[src/rtl/slipcrc_pkg.sv]
// ----------------------------------------------------------------------------
// slipcrc_pkg
// Shared types, SLIP codes and CRC-16/CCITT-FALSE helpers for the frame
// encoder.
// ----------------------------------------------------------------------------
package slipcrc_pkg;

  // slip codes
  localparam logic [7:0] SLIP_END     = 8'hC0;
  localparam logic [7:0] SLIP_ESC     = 8'hDB;
  localparam logic [7:0] SLIP_ESC_END = 8'hDC;
  localparam logic [7:0] SLIP_ESC_ESC = 8'hDD;

  // crc constants
  localparam logic [15:0] CRC_POLY   = 16'h1021;
  localparam logic [15:0] CRC_INIT   = 16'hFFFF;

  // largest burst one input byte can cause
  localparam int unsigned BurstLen = 8;
  localparam int unsigned IdxW     = $clog2(BurstLen);
  localparam int unsigned CntW     = IdxW + 1;

  // one escaped byte: one or two line bytes
  typedef struct packed {
    logic       pair;
    logic [7:0] first;
    logic [7:0] second;
  } esc_t;

  // encoded bytes for one input transaction
  typedef struct packed {
    logic [BurstLen-1:0][7:0] bytes;
    logic [IdxW-1:0]          last_idx;
    logic                     close;
  } burst_t;

  // one byte into the running crc, msb first
  function automatic logic [15:0] crc_feed(logic [15:0] crc, logic [7:0] b);
    logic [15:0] c;
    c = crc ^ {b, 8'h00};
    for (int k = 0; k < 8; k++) begin
      if (c[15]) begin
        c = {c[14:0], 1'b0} ^ CRC_POLY;
      end else begin
        c = {c[14:0], 1'b0};
      end
    end
    return c;
  endfunction

  // slip escape of a single byte
  function automatic esc_t slip_escape(logic [7:0] b);
    esc_t e;
    e.pair   = 1'b0;
    e.first  = b;
    e.second = SLIP_ESC_END;
    if (b == SLIP_END) begin
      e.pair   = 1'b1;
      e.first  = SLIP_ESC;
      e.second = SLIP_ESC_END;
    end else if (b == SLIP_ESC) begin
      e.pair   = 1'b1;
      e.first  = SLIP_ESC;
      e.second = SLIP_ESC_ESC;
    end
    return e;
  endfunction

endpackage

[src/rtl/slipcrc_in_if.sv]
// ----------------------------------------------------------------------------
// slipcrc_in_if
// Raw packet byte channel: valid/ready with byte and last-byte flag.
// ----------------------------------------------------------------------------
interface slipcrc_in_if;
  logic       valid;
  logic       ready;
  logic [7:0] data_byte;
  logic       last_byte;

  modport source (output valid, output data_byte, output last_byte, input ready);
  modport sink   (input valid, input data_byte, input last_byte, output ready);
endinterface

[src/rtl/slipcrc_out_if.sv]
// ----------------------------------------------------------------------------
// slipcrc_out_if
// Encoded line byte channel: valid/ready with byte and framing flags.
// ----------------------------------------------------------------------------
interface slipcrc_out_if;
  logic       valid;
  logic       ready;
  logic [7:0] out_byte;
  logic       run_last;
  logic       frame_close;

  modport source (output valid, output out_byte, output run_last,
                  output frame_close, input ready);
  modport sink   (input valid, input out_byte, input run_last,
                  input frame_close, output ready);
endinterface

[src/rtl/slip_crc_frame_encoder.sv]
// Each accepted packet byte is registered, then expanded in one pass into
// its whole run of line bytes (opening END, escaped byte, and for the last
// byte the escaped CRC-16/CCITT-FALSE low then high byte and a closing
// END), which leave one per cycle while the line is ready. An input byte
// gives 1 to 8 line bytes: one for a plain byte inside a frame, two for
// an escaped one, plus one for a frame's opening END and three to five
// for the trailer. The serializer sets the rate; the next byte is expanded
// while the last line byte of the previous one is taken, so the line is
// never left idle when input is waiting. With the serializer free, the
// input and burst registers lie between acceptance and first line byte.
// ----------------------------------------------------------------------------
// slip_crc_frame_encoder
// SLIP framer with a CRC-16/CCITT-FALSE trailer on each packet.
// ----------------------------------------------------------------------------
module slip_crc_frame_encoder
  import slipcrc_pkg::*;
(
  input  logic          clk_i,
  input  logic          rst_ni,
  slipcrc_in_if.sink    in_i,
  slipcrc_out_if.source out_o
);

  logic       in_valid_q;
  logic [7:0] in_data_q;
  logic       in_last_q;
  logic       load;
  logic       free;
  burst_t     burst;

  // hand the held byte to the burst register when it frees up
  assign load       = in_valid_q && free;
  assign in_i.ready = !in_valid_q || load;

  // input register
  always_ff @(posedge clk_i or negedge rst_ni) begin
    if (!rst_ni) begin
      in_valid_q <= 1'b0;
    end else if (in_i.ready) begin
      in_valid_q <= in_i.valid;
    end
  end

  always_ff @(posedge clk_i) begin
    if (in_i.ready && in_i.valid) begin
      in_data_q <= in_i.data_byte;
      in_last_q <= in_i.last_byte;
    end
  end

  // expansion and frame state
  slipcrc_encode u_encode (
    .clk_i   (clk_i),
    .rst_ni  (rst_ni),
    .load_i  (load),
    .data_i  (in_data_q),
    .last_i  (in_last_q),
    .burst_o (burst)
  );

  // byte serializer
  slipcrc_serial u_serial (
    .clk_i   (clk_i),
    .rst_ni  (rst_ni),
    .load_i  (load),
    .burst_i (burst),
    .free_o  (free),
    .out_o   (out_o)
  );

endmodule

[src/rtl/slipcrc_encode.sv]
// ----------------------------------------------------------------------------
// slipcrc_encode
// Builds the full burst of line bytes for one packet byte and holds the
// frame-open flag and running crc.
// ----------------------------------------------------------------------------
module slipcrc_encode
  import slipcrc_pkg::*;
(
  input  logic       clk_i,
  input  logic       rst_ni,
  input  logic       load_i,
  input  logic [7:0] data_i,
  input  logic       last_i,
  output burst_t     burst_o
);

  logic        frame_open_q, frame_open_d;
  logic [15:0] crc_q, crc_d;
  logic [15:0] crc_next;

  assign crc_next = crc_feed(crc_q, data_i);

  // burst assembly: opening end, escaped byte, crc trailer, closing end
  always_comb begin
    logic [CntW-1:0] n;
    logic [CntW-1:0] n_m1;
    esc_t            e;
    burst_o.bytes = '{default: SLIP_END};
    burst_o.close = last_i;
    n             = '0;
    if (!frame_open_q) begin
      burst_o.bytes[n[IdxW-1:0]] = SLIP_END;
      n = n + 1'b1;
    end
    e = slip_escape(data_i);
    burst_o.bytes[n[IdxW-1:0]] = e.first;
    n = n + 1'b1;
    if (e.pair) begin
      burst_o.bytes[n[IdxW-1:0]] = e.second;
      n = n + 1'b1;
    end
    if (last_i) begin
      e = slip_escape(crc_next[7:0]);
      burst_o.bytes[n[IdxW-1:0]] = e.first;
      n = n + 1'b1;
      if (e.pair) begin
        burst_o.bytes[n[IdxW-1:0]] = e.second;
        n = n + 1'b1;
      end
      e = slip_escape(crc_next[15:8]);
      burst_o.bytes[n[IdxW-1:0]] = e.first;
      n = n + 1'b1;
      if (e.pair) begin
        burst_o.bytes[n[IdxW-1:0]] = e.second;
        n = n + 1'b1;
      end
      burst_o.bytes[n[IdxW-1:0]] = SLIP_END;
      n = n + 1'b1;
    end
    n_m1 = n - 1'b1;
    burst_o.last_idx = n_m1[IdxW-1:0];
  end

  // frame state update on each loaded transaction
  always_comb begin
    frame_open_d = frame_open_q;
    crc_d        = crc_q;
    if (load_i) begin
      if (last_i) begin
        frame_open_d = 1'b0;
        crc_d        = CRC_INIT;
      end else begin
        frame_open_d = 1'b1;
        crc_d        = crc_next;
      end
    end
  end

  always_ff @(posedge clk_i or negedge rst_ni) begin
    if (!rst_ni) begin
      frame_open_q <= 1'b0;
      crc_q        <= CRC_INIT;
    end else begin
      frame_open_q <= frame_open_d;
      crc_q        <= crc_d;
    end
  end

endmodule

[src/rtl/slipcrc_serial.sv]
// ----------------------------------------------------------------------------
// slipcrc_serial
// Burst register that hands encoded bytes to the line one per transaction.
// ----------------------------------------------------------------------------
module slipcrc_serial
  import slipcrc_pkg::*;
(
  input  logic                 clk_i,
  input  logic                 rst_ni,
  input  logic                 load_i,
  input  burst_t               burst_i,
  output logic                 free_o,
  slipcrc_out_if.source        out_o
);

  burst_t          burst_q;
  logic            valid_q, valid_d;
  logic [IdxW-1:0] idx_q, idx_d;
  logic            at_end;
  logic            out_fire;

  assign at_end   = (idx_q == burst_q.last_idx);
  assign out_fire = out_o.valid && out_o.ready;
  assign free_o   = !valid_q || (out_fire && at_end);

  // output view of the current byte
  assign out_o.valid       = valid_q;
  assign out_o.out_byte    = burst_q.bytes[idx_q];
  assign out_o.run_last    = at_end;
  assign out_o.frame_close = at_end && burst_q.close;

  // byte pointer and burst occupancy
  always_comb begin
    valid_d = valid_q;
    idx_d   = idx_q;
    if (load_i) begin
      valid_d = 1'b1;
      idx_d   = '0;
    end else if (out_fire) begin
      if (at_end) begin
        valid_d = 1'b0;
        idx_d   = '0;
      end else begin
        idx_d = idx_q + 1'b1;
      end
    end
  end

  always_ff @(posedge clk_i or negedge rst_ni) begin
    if (!rst_ni) begin
      valid_q <= 1'b0;
      idx_q   <= '0;
    end else begin
      valid_q <= valid_d;
      idx_q   <= idx_d;
    end
  end

  // burst payload
  always_ff @(posedge clk_i) begin
    if (load_i) begin
      burst_q <= burst_i;
    end
  end

endmodule

[src/flat_wrapper.sv]
// flat-port wrapper written by rule: the top's interface ports become plain ports
module slip_crc_frame_encoder_flat import slipcrc_pkg::*;
  (clk_i, rst_ni, in_i_valid, in_i_data_byte, in_i_last_byte, in_i_ready, out_o_valid, out_o_out_byte, out_o_run_last, out_o_frame_close, out_o_ready);
  slipcrc_in_if in_i_i ();
  slipcrc_out_if out_o_i ();
  input  logic clk_i;
  input  logic rst_ni;
  input wire logic [$bits(in_i_i.valid)-1:0] in_i_valid;
  input wire logic [$bits(in_i_i.data_byte)-1:0] in_i_data_byte;
  input wire logic [$bits(in_i_i.last_byte)-1:0] in_i_last_byte;
  output wire logic [$bits(in_i_i.ready)-1:0] in_i_ready;
  output wire logic [$bits(out_o_i.valid)-1:0] out_o_valid;
  output wire logic [$bits(out_o_i.out_byte)-1:0] out_o_out_byte;
  output wire logic [$bits(out_o_i.run_last)-1:0] out_o_run_last;
  output wire logic [$bits(out_o_i.frame_close)-1:0] out_o_frame_close;
  input wire logic [$bits(out_o_i.ready)-1:0] out_o_ready;
  assign in_i_i.valid = in_i_valid;
  assign in_i_i.data_byte = in_i_data_byte;
  assign in_i_i.last_byte = in_i_last_byte;
  assign in_i_ready = in_i_i.ready;
  assign out_o_valid = out_o_i.valid;
  assign out_o_out_byte = out_o_i.out_byte;
  assign out_o_run_last = out_o_i.run_last;
  assign out_o_frame_close = out_o_i.frame_close;
  assign out_o_i.ready = out_o_ready;
  slip_crc_frame_encoder u_core (.clk_i(clk_i), .rst_ni(rst_ni), .in_i(in_i_i), .out_o(out_o_i));
endmodule
[config.mk]
export PLATFORM = sky130hd
export DESIGN_NAME = slip_crc_frame_encoder_flat
export DESIGN_NICKNAME = d
export VERILOG_FILES = /design/src/rtl/slipcrc_pkg.sv /design/src/rtl/slipcrc_in_if.sv /design/src/rtl/slipcrc_out_if.sv /design/src/rtl/slip_crc_frame_encoder.sv /design/src/rtl/slipcrc_encode.sv /design/src/rtl/slipcrc_serial.sv /design/src/flat_wrapper.sv
export SDC_FILE = /design/constraint.sdc
export NUM_CORES = 1
export LEC_CHECK = 0
export ABC_AREA = 1
export BUFFER_PORTS_ARGS = -buffer_cell sky130_fd_sc_hd__buf_2
export CORE_MARGIN = 4
export CORE_UTILIZATION = 35
export DETAILED_ROUTE_END_ITERATION = 6
export SYNTH_ARGS = -nofsm -noshare
export SYNTH_HDL_FRONTEND = slang
export SYNTH_SLANG_ARGS = --single-unit
export TNS_END_PERCENT = 5
[constraint.sdc]
create_clock -name clk_i -period 10.05 [get_ports clk_i]
set_input_delay 2.01 -clock clk_i [delete_from_list [all_inputs] [get_ports clk_i]]
set_output_delay 2.01 -clock clk_i [all_outputs]
set_load 0.03 [all_outputs]
==> results.md, run 1 <==
* Synthesized area per cell at 7.60 sq um
* # setup viols final at 0
* I/O pin cnt at 25
* Core Region at 18800 sq um
* DRC at 0
* Clk sink count at 99
* Critical path startpoint category: primary input
* Tightest Hold Check Type: reg2reg
* Via density per instance at 5.20
* Layout Nets at 922
* Net count after synthesis at 914
* Root Buffer: clkbuf_16
* CTS-repair resized insts at 0
* Cell variety after synth at 42
* Final Max Slew Viols at 0
* Clk_skew at 0.00840 ns
* Yosys reg bits at 99
* Routability congestion estimate at 0.948
* Peak Freq at 0.209 GHz
* Global-route wire length before repair at 31400 microns
* Global route overflow at 0
* Total Routing Usage GR at 18.5%
* CP dominant cell by count: nand2_1
* RSZ-0062 raised after global routing: no
* Slew @ Worst Pin at 1.20 ns
* Slew Limit Headroom at 19.5%
* Arrival @ worst endpoint at 2.77 ns
* Crit path capture type: output port
* CTS buffer count at 9
* PwrDens at 345 nW/um^2
* CP Data Required Time at 8.04 ns
* Iter 0 DRT Violations at 615
* Cell area after synthesis at 6770 sq um
* N_diodes at 0
* Worst vdd ir at 0.142 mV
* Routed WL per cell at 17.0 microns
* MaxCap Viol Count at 0
* CTS Hold Bufs at 0
* Crit Path Max Fanout at 3
* Initial antenna violation count at 0
* H-tree depth at 3
* Final Hold Fails at 0
* Detailed placement HPWL at 14300 microns
* YS warnings at 0
* CTS Buffer Depth at 2
* Setup CP Type: in2out
* Post-CTS setup buffer count at 0
* Antenna Violating Nets Remaining at 0
* Initial Utilization at 35.9%
* Sequential fraction of the synthesis area at 42.6%
* Vias in the first global route at 5505
* Largest net degree at the start of global routing at 44
* Largest stage delay on the critical path at 0.18 ns
* Crit path time final at 4.78 ns
* Chip height at 147 microns
* Worst path slowest cell: buf_2
* Outcome: finished, final reports clean
* Clk_lat worst skew at 0.36 ns
* Area growth, synth to finish at 9.98%
* Share of layout cells above drive strength 1 at 14.9%
* Port Buffer Count at 24
* FP Rows at 50
* Die ar. at 21600 sq um
* Mapped Cells at 891
* Die extent in x at 147 microns
* TNS Setup at 0 ns
* Post-Place Setup Slack at 5.28 ns
* Fin crit share at 47.6%
* Drt total wl at 19800 microns
* Reg clk slew, reported paths at 0.08 ns
* CTS tree: yes
* Leakage power at 0.00325 uW
* DR vias at 6048
* Worst path cell trace: buf_2 -> nand2_1 -> inv_1 -> nand2_1 -> nand2_1 -> inv_1 -> nand2_1 -> buf_2
* Final WS setup at 5.27 ns
* First-pass iteration count of the detailed router at 7
## Yosys cell counts, drive strengths merged
master,n,share of area (%)
nand2,270,17
nor2,111,6.6
inv,90,5.0
o21ai,90,6.7
nand3,78,6.8
edfxtp,77,34
a21oi,30,2.2
clkbuf,21,1.2
dfstp,16,6.2
nand4,14,2.0
a22oi,13,1.4
buf,10,0.70
a31oi,9,0.83
ha,9,1.7
o22ai,9,0.83
dfrtp,6,2.2
nor3,6,0.52
o211ai,6,0.67
xnor2,6,0.78
nand3b,5,0.74
clkinv,4,0.22
xor2,4,0.52
o21bai,2,0.22
o31ai,2,0.22
or2,2,0.18
fa,1,0.30
## flip-flops by register name, indices dropped and copies added, names as in the netlist
register                      flops
u_core.in_data_q                  8
u_core.u_encode.frame_open_q      1
u_core.in_last_q                  1
u_core.u_serial.out_o.valid       1
u_core.u_serial.idx_q             3
u_core.in_valid_q                 1
u_core.u_serial.burst_q          68
u_core.u_encode.crc_q            16
## logic make-up after synthesis
logic type      after synthesis  share of synthesized area, %
xor+xnor                     10                          1.29
buf+inv                     125                          7.12
simple gates                486                          33.9
fa+ha+maj                    10                          1.96
flops                        99                          42.6
compound gates              161                          13.1
## layout make-up
class | count | area, sq um
Clock buffer | 10 | 239
Clock inverter | 6 | 82.6
Fill cell | 1975 | 11400
Inverter | 94 | 355
Multi-Input combinational cell | 667 | 3410
Sequential cell | 99 | 2880
Tap cell | 260 | 325
Timing Repair Buffer | 28 | 150
## cell usage in the layout, fill, tap and decap left out, drive strengths merged
cell      synthesis  layout
nand3b            5       5
nand4            14      14
o21ai            90      90
or2               2       2
xnor2             6       6
dfrtp             6       6
nand3            78      78
inv              90      92
clkinvlp          0       1
fa                1       1
clkinv            4       6
nor3              6       6
dfstp            16      16
bufinv            0       1
edfxtp           77      77
a22oi            13      13
o22ai             9       9
buf              10      28
o31ai             2       2
nand2           270     270
xor2              4       4
nor2            111     111
o21bai            2       2
o211ai            6       6
clkbuf           21      10
a31oi             9       9
ha                9       9
a21oi            30      30
## routing by layer
layer	global-route usage [%]	up-vias	wire [microns]
met5	0	-	0
met4	3.49	0	271
met3	3.45	21	1280
met2	28.3	201	8730
met1	27.6	2832	9510
li1	-	2994	-
## critical path: cells and delay by family
kind | cells | cell delay [ns]
buffers and inverters | 4 | 0.45
AND/OR/NAND/NOR | 4 | 0.31
## power breakdown
group          total [uW]  leakage [uW]  internal [uW]  switching (uW)
registers             673      0.000923            604            68.6
clock network         378      0.000154            205             173
logic                1520       0.00217            419            1100
total                2570       0.00325           1230            1340
## metrics by stage
stage / instances / hold WS (ns) / instance area [sq um] / total power, uW / utilization [%]
6_report: 1164 / 0.508 / 7440 / 2570 / 39.5
2_1_floorplan: 891 / 0.421 / 6770 / 1770 / -
5_1_grt: 1164 / 0.541 / 7440 / 2770 / 39.5
3_5_place_dp: 1148 / 0.499 / 7120 / 2180 / 37.8
3_3_place_gp: 1148 / 0.493 / 7120 / 2170 / 37.8
4_1_cts: 1164 / 0.511 / 7440 / 2570 / 39.5
## path summary, 6_finish.rpt
kind,endpoint,cells after the start,startpoint,slack [ns]
max,in_i_ready,8,out_o_ready,5.27
min,u_core.u_encode.crc_q[3]$_DFFE_PN1P_,2,u_core.u_encode.crc_q[3]$_DFFE_PN1P_,0.51
max reg2reg,u_core.u_serial.burst_q[9]$_DFFE_PP_,18,u_core.in_data_q[1]$_DFFE_PP_,5.79
min reg2reg,u_core.u_encode.crc_q[3]$_DFFE_PN1P_,2,u_core.u_encode.crc_q[3]$_DFFE_PN1P_,0.51
max in group asynchronous,u_core.u_encode.crc_q[4]$_DFFE_PN1P_,1,rst_ni,8.01
min in group asynchronous,u_core.u_serial.idx_q[0]$_DFFE_PN0P_,1,rst_ni,1.64
(Power assumes the default switching activity.)
==> inputs of run 2 (changes only) <==
- clock period: 10.05 -> 4.1 ns (I/O delays scaled with it)
==> results.md, run 2 (synthesis gave the netlist of run 1 again) <==
* Arrival @ worst endpoint at 3.88 ns
* Largest stage delay on the critical path at 0.59 ns
* Setup CP Type: reg2reg
* Detailed placement HPWL at 14600 microns
* CP dominant cell by count: nand2_1
* Max reg flops at 68
* Most frequent cells in the layout: nand2_1, nor2_1, o21ai_0, edfxtp_1, inv_1
* Global-route wire length before repair at 31400 microns
* Fin crit share at 92.6%
* Routability congestion estimate at 0.932
* Core Region at 18800 sq um
* Slew @ Worst Pin at 1.06 ns
* Routed WL per cell at 16.8 microns
* Initial antenna violation count at 0
* CTS Hold Bufs at 0
* Clk_lat worst skew at 0.35 ns
* Critical path startpoint category: register
* Slew Limit Headroom at 29.2%
* Final hold slack at 0.461 ns
* Worst path cell trace: inv_1 -> nand2_1 -> nand2_1 -> clkinv_1 -> nand2_1 -> nand3_1 -> nand2_1 -> nor2_4 -> nand2_4 -> nand2_8 -> fa_1 -> inv_2 -> ha_1 -> o21ai_0 -> inv_1 -> nand4_4 -> nand3b_1 -> nand2_1
* TNS Setup at 0 ns
* DRC at 0
* CP Data Required Time at 4.19 ns
* RSZ-0062 raised after global routing: no
* Post-Place Setup Slack at 0.300 ns
* Chip height at 147 microns
* Top reg by flops: u_core.u_serial.burst_q
* CP Depth at 18
* PwrDens at 847 nW/um^2
* CP startpoint: u_core.in_data_q[1]$_DFFE_PP_
* Crit path capture type: register
* Layout Nets at 932
* Port Buffer Count at 24
* CTS buffer count at 9
* Outcome: finished, final reports clean
* Root Buffer: clkbuf_16
* Reg clk slew, reported paths at 0.07 ns
* Largest net degree at the start of global routing at 74
* DR vias at 6026
* Vias in the first global route at 5493
* Final WS setup at 0.304 ns
* R2r worst-path depth at 18
* Worst flop-to-flop path startpoint: u_core.in_data_q[1]$_DFFE_PP_
* CTS Buffer Depth at 2
* Clk sink count at 99
* Drt total wl at 19800 microns
* # setup viols final at 0
* N_diodes at 0
* Top flop regs: u_core.u_serial.burst_q: 68 flops, u_core.u_encode.crc_q: 16 flops, u_core.in_data_q: 8 flops
* Area growth, synth to finish at 11.2%
* Via density per instance at 5.13
* Tightest Hold Check Type: in2async
* Antenna Violating Nets Remaining at 0
* Commonest non-fill, non-tap cell in the layout: nand2_1
* Total Routing Usage GR at 18.4%
* Crit path time final at 3.80 ns
* CTS tree: yes
* First-pass iteration count of the detailed router at 5
* Share of layout cells above drive strength 1 at 16.0%
* Delay-heaviest family, CP: simple AND/OR/NAND/NOR gates
* Global route overflow at 0
* Crit Path Max Fanout at 10
* MaxCap Viol Count at 0
* Iter 0 DRT Violations at 519
* Peak Freq at 0.263 GHz
* I/O pin cnt at 25
* Final Max Slew Viols at 0
* H-tree depth at 3
* Clk_skew at 0.00782 ns
* Worst path slowest cell: fa_1
* Die extent in x at 147 microns
* FP Rows at 50
* Worst vdd ir at 0.355 mV
* Final Hold Fails at 0
* Initial Utilization at 35.9%
* Crit path buf inv count at 4
* Leakage power at 0.00330 uW
* Die ar. at 21600 sq um
==> run 2: area by class of cell <==
| type | count | area (sq um) |
|---|---|---|
| Timing Repair Buffer | 38 | 225 |
| Tap cell | 260 | 325 |
| Fill cell | 1920 | 11300 |
| Inverter | 94 | 355 |
| Clock buffer | 10 | 229 |
| Sequential cell | 99 | 2880 |
| Multi-Input combinational cell | 667 | 3420 |
| Clock inverter | 6 | 95.1 |
==> run 2: stage by stage <==
step           util [%]  total power (uW)  area [sq um]  std cells
2_1_floorplan         -              4330          6770        891
3_3_place_gp       38.2              5400          7190       1157
3_5_place_dp       38.2              5400          7190       1157
4_1_cts            39.9              6360          7510       1173
5_1_grt            40.0              6880          7530       1174
6_report           40.0              6370          7530       1174
==> run 2: timing repair <==
item                                    in CTS  in global routing
gates resized for setup                      0                  2
buffers inserted                             0                  1
endpoints found under the setup margin       0                  1
==> run 2: worst paths after layout <==
check | slack (ns) | end
min in group clk_i | 0.51 | u_core.u_encode.crc_q[15]$_DFFE_PN1P_
worst max-delay path | 0.30 | u_core.u_serial.burst_q[5]$_DFFE_PP_
worst min-delay path | 0.46 | u_core.in_valid_q$_DFFE_PN0N_
worst min register to register | 0.51 | u_core.u_encode.crc_q[15]$_DFFE_PN1P_
max in group asynchronous | 3.25 | u_core.u_encode.crc_q[6]$_DFFE_PN1P_
worst max register to register | 0.30 | u_core.u_serial.burst_q[5]$_DFFE_PP_
==> run 2: power breakdown <==
group | switching (uW) | leakage, uW | internal [uW]
registers | 112 | 0.000923 | 1480
clock network | 401 | 0.000151 | 542
logic | 2760 | 0.00223 | 1070
==> run 2: layer usage <==
layer / part of all wire (%) / up-vias / track usage, %
li1: - / 3008 / -
met1: 47 / 2790 / 27.0
met2: 45 / 203 / 28.5
met3: 5.7 / 25 / 2.71
met4: 1.8 / 0 / 4.52
met5: 0 / - / 0
==> inputs of run 3 (changes only) <==
- ABC_AREA: 1 -> unset
==> results.md, run 3 <==
* Top_reg_cell synth: edfxtp_1
* Worst vdd ir at 0.507 mV
* Commonest non-fill, non-tap cell in the layout: edfxtp_1
* Reg2Reg Setup Slack at 0.24 ns
* Slew Limit Headroom at 45.2%
* Area leader, netlist: edfxtp_1
* Root Buffer: clkbuf_16
* EDFF count, synth at 77
* MaxCap Viol Count at 0
* PwrDens at 892 nW/um^2
* RSZ-0062 raised after global routing: no
* Antenna Violating Nets Remaining at 0
* Die extent in x at 143 microns
* Peak Freq at 0.259 GHz
* Detailed placement HPWL at 14400 microns
* Chip height at 143 microns
* Cell variety after synth at 76
* Final WS setup at 0.242 ns
* Tot Pwr at 6550 uW
* Synthesized area per cell at 10.6 sq um
* YS warnings at 0
* Tightest Hold Check Type: in2async
* Post-Place Setup Slack at -0.0197 ns
* Arrival @ worst endpoint at 3.95 ns
* CTS buffer count at 9
* Most frequent cell after synthesis: edfxtp_1
* I/O pin cnt at 25
* Largest net degree at the start of global routing at 35
* Global route overflow at 0
* N_diodes at 0
* Global-route wire length before repair at 29100 microns
* Layout Nets at 671
* Vias in the first global route at 4803
* H-tree depth at 3
* Max reg flops at 68
* Fin crit share at 94.1%
* Top flop regs: u_core.u_serial.burst_q: 68 flops, u_core.u_encode.crc_q: 16 flops, u_core.in_data_q: 8 flops
* Critical path startpoint category: register
* End-of-flow core utilization at 41.0%
* Total Routing Usage GR at 18.8%
* DR vias at 5018
* Clk_skew at 0.00867 ns
* Cell area after synthesis at 6360 sq um
* CP Data Required Time at 4.19 ns
* Crit path capture type: register
* Sequential fraction of the synthesis area at 45.3%
* Crit Path Max Fanout at 13
* Share of layout cells above drive strength 1 at 25.6%
* Core Region at 17900 sq um
* CTS Buffer Depth at 2
* FP Rows at 49
* Clk_lat worst skew at 0.36 ns
* Iter 0 DRT Violations at 465
* Initial antenna violation count at 0
* Clk sink count at 99
* Top-area cell type share of the netlist area at 36.3%
* Mapped Cells at 599
* Final hold slack at 0.443 ns
* Setup CP Type: reg2reg
* Most frequent cells in the layout: edfxtp_1, nand2_1, nor2_1, buf_4, a21oi_1
* DRC at 0
* Via density per instance at 5.69
* First-pass iteration count of the detailed router at 6
* Synth area leaders: edfxtp_1, dfstp_2, mux4_2, nand2_1, nor2_1
* Net count after synthesis at 622
* Drt total wl at 18900 microns
* Crit path time final at 3.86 ns
* Final Max Slew Viols at 0
* Yosys reg bits at 99
* Leakage power at 0.00264 uW
* Area growth, synth to finish at 15.3%
* Final Hold Fails at 0
* Reg clk slew, reported paths at 0.08 ns
* Top reg by flops: u_core.u_serial.burst_q
* Commonest cells in the netlist: edfxtp_1, nand2_1, nor2_1, a21oi_1, o21ai_0
* Async SR Flop Fraction at 22.2%
* Routability congestion estimate at 0.934
* # setup viols final at 0
* Slew @ Worst Pin at 0.814 ns
* TNS Setup at 0 ns
* CTS tree: yes
* Initial Utilization at 35.6%
* Routed WL per cell at 21.4 microns
* Port Buffer Count at 24
* Outcome: finished, final reports clean
* Die ar. at 20400 sq um
-- run 3: changes by cell type after synthesis, sizes merged, moves of 16 or more --
| cell | delta |
|---|---|
| inv | -76 |
| mux4 | +16 |
| nand2 | -206 |
| nand3 | -60 |
| nor2 | -47 |
| o21ai | -58 |
-- run 3: cell type report --
type / count / area, sq um
Tap cell: 229 / 287
Inverter: 16 / 61.3
Clock buffer: 9 / 225
Sequential cell: 99 / 2880
Fill cell: 1718 / 10600
Clock inverter: 7 / 62.6
Timing Repair Buffer: 70 / 490
Multi-Input combinational cell: 452 / 3330
-- run 3: final timing paths --
kind | start | end | cells after the start
min reg2reg | u_core.u_encode.crc_q[0]$_DFFE_PN1P_ | u_core.u_encode.crc_q[0]$_DFFE_PN1P_ | 2
max | u_core.in_data_q[2]$_DFFE_PP_ | u_core.u_serial.burst_q[13]$_DFFE_PP_ | 14
max in group asynchronous | rst_ni | u_core.u_encode.crc_q[9]$_DFFE_PN1P_ | 1
min | rst_ni | u_core.u_serial.idx_q[2]$_DFFE_PN0P_ | 1
min in group clk_i | u_core.u_encode.crc_q[0]$_DFFE_PN1P_ | u_core.u_encode.crc_q[0]$_DFFE_PN1P_ | 2
max reg2reg | u_core.in_data_q[2]$_DFFE_PP_ | u_core.u_serial.burst_q[13]$_DFFE_PP_ | 14
-- run 3: metal layers --
metal,routed length (microns),track usage [%],share of wire [%]
met1,8530,27.7,45
met2,8680,28.8,46
met5,0,0,0
met4,325,4.85,1.7
met3,1380,3.22,7.3
-- run 3: what timing repair did --
| action | 4_1_cts | 5_1_grt |
|---|---|---|
| buffers inserted | 0 | 2 |
| pin swaps | 0 | 0 |
| resized for setup | 1 | 4 |
| hold buffers | 0 | 0 |
| endpoints found under the setup margin | 3 | 43 |
-- run 3: report_power, final --
part | total (uW) | internal, uW | switching (uW) | leakage [uW]
sequential | 1640 | 1460 | 179 | 0.000917
clock | 841 | 427 | 414 | 0.000145
combinational | 4060 | 1540 | 2520 | 0.00157
total | 6550 | 3430 | 3110 | 0.00264
-- run 3: worst max-delay path: stages (launching register included) --
cell       delay (ns)
edfxtp_1         0.53
nand4bb_1        0.32
or2_2            0.41
o21ai_2          0.14
inv_1            0.10
ha_1             0.26
nand2_1          0.14
o21ai_0          0.16
ha_1             0.25
a21o_1           0.17
o221a_4          0.29
buf_4            0.19
nand3_1          0.14
o211ai_2         0.19
o32ai_1          0.30
-- run 3: cell families after synthesis --
family / after synthesis / synth area share [%]
AO/OA/AOI/OAI: 154 / 16.0
XOR/XNOR: 34 / 7.25
adder cells (fa/ha/maj): 10 / 2.08
buffers and inverters: 48 / 2.93
flip-flops: 99 / 45.3
multiplexers: 39 / 9.61
AND/OR/NAND/NOR: 215 / 16.8
-- run 3: stage by stage --
stage,instance area (sq um),cells
after floorplan,6370,599
after global placement,7010,864
after detailed placement,7010,864
after CTS,7300,880
after global routing,7340,882
final,7340,882
